## src/hw/rtl/spherical_bessel_basis_eval_macros.svh

```systemverilog
// assertion helpers for the bessel basis block
`ifndef SPHERICAL_BESSEL_BASIS_EVAL_MACROS_SVH
`define SPHERICAL_BESSEL_BASIS_EVAL_MACROS_SVH

// implication checked on every edge outside reset
`define SBB_ASSERT_IMP(label, lhs, rhs) \
  label: assert property (@(posedge clk) disable iff (rst) (lhs) |-> (rhs)) \
    else $error("sbb check failed");

// implication whose rhs is checked in the cycle after the lhs
`define SBB_ASSERT_NEXT(label, lhs, rhs) \
  label: assert property (@(posedge clk) disable iff (rst) (lhs) |=> (rhs)) \
    else $error("sbb check failed");

`endif

```

## src/hw/rtl/sbb_pkg.sv

```systemverilog
package sbb_pkg;
  localparam int MaxFuncs = 64;
  localparam int CntW = 7;
  localparam logic [31:0] PiQ30 = 32'd3373259426;
  localparam logic [30:0] OneQ30 = 31'h4000_0000;
  localparam logic [30:0] SatMax = 31'h7FFF_FFFF;

  // reciprocals rounded up, exact floor for any 32 bit dividend
  localparam logic [32:0] Recip110 = 33'(((72'd1 << 39) + 72'd109) / 72'd110);
  localparam logic [32:0] Recip72 = 33'(((72'd1 << 39) + 72'd71) / 72'd72);
  localparam logic [32:0] Recip42 = 33'(((72'd1 << 38) + 72'd41) / 72'd42);
  localparam logic [32:0] Recip20 = 33'(((72'd1 << 37) + 72'd19) / 72'd20);
  localparam logic [32:0] Recip6 = 33'(((72'd1 << 35) + 72'd5) / 72'd6);

  localparam logic [1:0] RegCutoff = 2'd0;
  localparam logic [1:0] RegInvCut = 2'd1;
  localparam logic [1:0] RegAmp = 2'd2;
  localparam logic [1:0] RegCount = 2'd3;

  typedef struct packed {
    logic [23:0] radius;
    logic [7:0]  slot_base;
    logic        beyond;
    logic        zero;
    logic [6:0]  count;
  } sbb_job_t;

  typedef enum logic [3:0] {
    S_IDLE, S_DIV, S_PHASE, S_FOLD, S_ANG, S_SQ, S_POLY, S_SIN, S_MAG, S_OUT
  } sbb_state_t;
endpackage

```

## src/hw/rtl/sbb_front.sv

```systemverilog
module sbb_front (
  input  logic clk,
  input  logic rst,
  input  logic in_valid,
  output logic in_ready,
  input  logic [23:0] radius,
  input  logic [7:0] slot_base,
  input  logic [23:0] cutoff_radius,
  input  logic [6:0] function_count,
  output logic q_valid,
  input  logic q_ready,
  output sbb_pkg::sbb_job_t q_job
);
  import sbb_pkg::*;
  // two entry queue toward the back part
  sbb_job_t mem [2];
  logic wp, rp;
  logic [1:0] fill;
  sbb_job_t job;
  logic push, pop;

  always_comb begin
    job.radius = radius;
    job.slot_base = slot_base;
    job.beyond = radius > cutoff_radius;
    job.zero = radius == 24'd0;
    job.count = (function_count > CntW'(MaxFuncs)) ? CntW'(MaxFuncs) : function_count;
  end

  assign in_ready = fill != 2'd2;
  assign push = in_valid && in_ready;
  assign q_valid = fill != 2'd0;
  assign pop = q_valid && q_ready;
  assign q_job = mem[rp];

  always_ff @(posedge clk) begin
    if (push) mem[wp] <= job;
    if (rst) begin
      wp <= 1'b0;
      rp <= 1'b0;
      fill <= 2'd0;
    end else begin
      if (push) wp <= ~wp;
      if (pop) rp <= ~rp;
      fill <= fill + 2'(push) - 2'(pop);
    end
  end
endmodule

```

## config.mk

```make
export PLATFORM = sky130hd
export DESIGN_NAME = sbb_front
export DESIGN_NICKNAME = d
export VERILOG_FILES = /design/src/hw/rtl/spherical_bessel_basis_eval_macros.svh /design/src/hw/rtl/sbb_pkg.sv /design/src/hw/rtl/sbb_front.sv
export SDC_FILE = /design/constraint.sdc
export NUM_CORES = 1
export LEC_CHECK = 0
export BUFFER_PORTS_ARGS = -buffer_cell sky130_fd_sc_hd__buf_2
export CORE_MARGIN = 1
export CORE_UTILIZATION = 31
export DETAILED_ROUTE_END_ITERATION = 8
export GPL_ROUTABILITY_DRIVEN = 0
export SKIP_CTS_REPAIR_TIMING = 1
export SYNTH_ARGS = -nofsm -noshare
export SYNTH_HDL_FRONTEND = slang
export SYNTH_SLANG_ARGS = --single-unit
```

## constraint.sdc

```tcl
create_clock -name clk -period 4.5 [get_ports clk]
set_input_delay 0 -clock clk [delete_from_list [all_inputs] [get_ports clk]]
set_output_delay 0 -clock clk [all_outputs]
set_load 0.05 [all_outputs]
```

==> results.py <==
metrics = {
    "placed_design": {
        "io_buffers": 109,
        "post-place-cells": 522,
        "hpwl_um": 5650,
        "pre_cts_slack_ns": 2.58,
        "place_area_um2": 4620,
    },
    "sta": {
        "rsz0062_at_grt": "false",
        "final-setup-viol-count": 0,
        "fin_setup_tns_ns": 0,
        "period_minus_slack_ns": 2.02,
        "period_share_pct": 44.8,
        "max-slew-margin-rel_pct": 29.6,
        "drv_slew": 0,
        "skew_ns": 0.00474,
        "layout_setup_ws_ns": 2.48,
        "fmax_mhz": 496,
        "tightest_slew_ns": 1.06,
        "hold_viol": 0,
    },
    "floorplan": {
        "core_um2": 12100,
        "die-area_um2": 13000,
        "io_pins": 110,
        "start_util_pct": 32.0,
        "die_h_um": 114,
        "rows": 40,
        "die_w_um": 114,
    },
    "clock_tree": {
        "numCtsBuffers": 9,
        "clkSinkCount": 87,
        "h-tree-depth": 3,
        "clock_latency_ns": 0.34,
        "path_clk_slew_ns": 0.06,
        "cts-root-buf": "clkbuf_16",
        "clock_path_buffers": 2,
        "cts_tree": "yes",
    },
    "global_route": {
        "grt_max_degree": 42,
        "grt_pass1_vias": 2475,
        "antenna_found_initial": 0,
        "grt_overflow": 0,
        "grt_pass1_wl_um": 12300,
        "track_usage_pct": 13.1,
    },
    "cells_and_area": {
        "multiInputGateArea_um2": 1200,
        "fin_cells": 572,
        "areaGrowthSynthToFinish_pct": 34.7,
        "drive_gt1_share_pct": 35.9,
        "antenna_cells": 0,
        "final_cell_area_um2": 5220,
        "num-nets-final": 492,
        "num-fill-cells": 1179,
        "seq_area_um2": 2560,
    },
    "hold_path": {
        "worstHoldPathType": "input pin to register",
        "holdPathStages": 2,
    },
    "yosys": {
        "avgSynthCellArea_um2": 15.5,
        "syn_area_um2": 3880,
        "ys_seq_elements": 87,
        "synthCells": 250,
        "ys_types": 32,
        "synth_fp_nets": 343,
        "synthTopCellsByArea": "edfxtp_1, ha_1, mux2_1",
        "synth_top_cell_by_area": "edfxtp_1",
        "yosysWarnings": 0,
        "ys_seq_area_share_pct": 66.1,
        "synth_top_area_share_pct": 63.5,
    },
    "status": {
        "status": "finished clean",
    },
    "worst_setup_path": {
        "critPathArrivalTime_ns": 2.02,
        "critPathRequiredTime_ns": 4.50,
        "start_kind": "register",
        "cp_max_fo": 41,
        "worstSetupPathType": "register to output pin",
        "worstSetupEndpointType": "output pin",
        "r2r_cells": 4,
    },
    "power": {
        "leakage_nw": 2.14,
        "cellPowerDensity_nw_per_um2": 518,
        "vdd_drop_max_uv": 280,
    },
    "drt": {
        "ant_nets": 0,
        "drtIter0Drc": 76,
        "drc": 0,
        "num_vias": 2532,
        "via_per_inst": 4.43,
        "drt_first_pass_iters": 4,
        "routed_wl_um": 8170,
        "avgRoutedWirePerCell_um": 14.3,
    },
    "run": {
        "timing.max_cap.violations": 0,
    },
}
## stage by stage
| step | power [W] | util (%) | hold slack [ns] |
|---|---|---|---|
| after floorplan | 0.00183 | - | 0.0716 |
| final | 0.00270 | 43.1 | 0.00149 |
| after detailed placement | 0.00206 | 38.2 | 0.199 |
| after global routing | 0.00283 | 43.1 | 0.0139 |
| after global placement | 0.00205 | 38.2 | 0.194 |
| after CTS | 0.00273 | 40.3 | -0.163 |
## cell usage in the layout (no fill, tap or decap), types with 2 or more instances in the layout
cell type	n
buf_2	109
edfxtp_1	82
dlygate4sd3_1	34
ha_1	26
inv_1	25
mux2_1	24
mux2_2	17
clkbuf_16	9
nor2b_1	8
a21oi_1	8
nor2_1	7
nand2_1	6
nor4_1	6
a21o_1	4
dfxtp_1	4
nand4_1	3
nand3_1	3
xnor2_1	2
xor2_1	2
clkbuf_1	2
clkinv_1	2
clkinv_2	2
## worst max-delay path: stages, from the launching register on
cell and delay [ns]:
dfxtp_2 1.02, mux2_2 0.43, buf_2 0.21
## worst paths after layout
kind / start / endpoint / slack, ns
setup / recovery: register / q_job[5] / 2.48
hold / removal: function_count[4] / mem[0][4]$_DFFE_PP_ / 0.001
setup reg to reg: fill[0]$_SDFF_PP0_ / mem[0][40]$_DFFE_PP_ / 2.69
hold reg to reg: rp$_SDFFE_PP0P_ / rp$_SDFFE_PP0P_ / 0.51
## power by group
group	total, W	switching [W]	internal (W)
logic	0.000945	0.000666	0.000279
registers	0.00111	0.0000773	0.00103
clock network	0.000650	0.000282	0.000368
## flip-flops by register name, summed over array words and instances (netlist names), named ones only
register,flops
wp,1
fill,2
rp,1
mem,82
## layer usage
metal,up-vias,share of wire (%),GRT usage (%)
li1,1233,-,-
met1,1206,44,15.6
met2,75,49,21.3
met3,18,4.7,4.04
met4,0,2.2,6.67
met5,-,0,0
## cells by family (layout without fill, tap and decap cells)
kind of cell | after synthesis | in the layout | share of synthesized area (%)
AOI/OAI and AO/OA | 18 | 18 | 2.97
xor gates and xnor gates | 4 | 4 | 0.904
adders and majority gates | 26 | 26 | 8.39
buffers and inverters | 31 | 185 | 3.13
DFF | 87 | 87 | 66.1
muxes | 41 | 41 | 11.9
and+or+nand+nor | 43 | 43 | 6.62
## synth_stat cells
master,number
a2111oi_0,1
a21o_1,4
a21oi_1,8
a221o_1,1
a22oi_1,1
a31oi_1,1
and2_1,1
and3_1,2
buf_2,4
clkbuf_1,2
dfxtp_1,5
edfxtp_1,82
ha_1,26
inv_1,25
mux2_1,24
mux2_2,17
nand2_1,6
nand2b_1,1
nand3_1,3
nand4_1,3
nand4_2,1
nand4_4,1
nor2_1,8
nor2b_1,8
nor3_1,1
nor4_1,6
nor4_2,1
o211ai_1,1
o21ai_0,1
or2_1,1
xnor2_1,2
xor2_1,2
## layout make-up
class / count / area share [%]
sequential: 87 / 49.1
clock buffer: 11 / 4.46
inverter: 25 / 1.80
clock inverter: 5 / 0.479
multi-input combinational: 132 / 23.0
tap: 168 / 4.03
timing repair buffer: 144 / 17.1
Power figures use the tool's default switching activity.
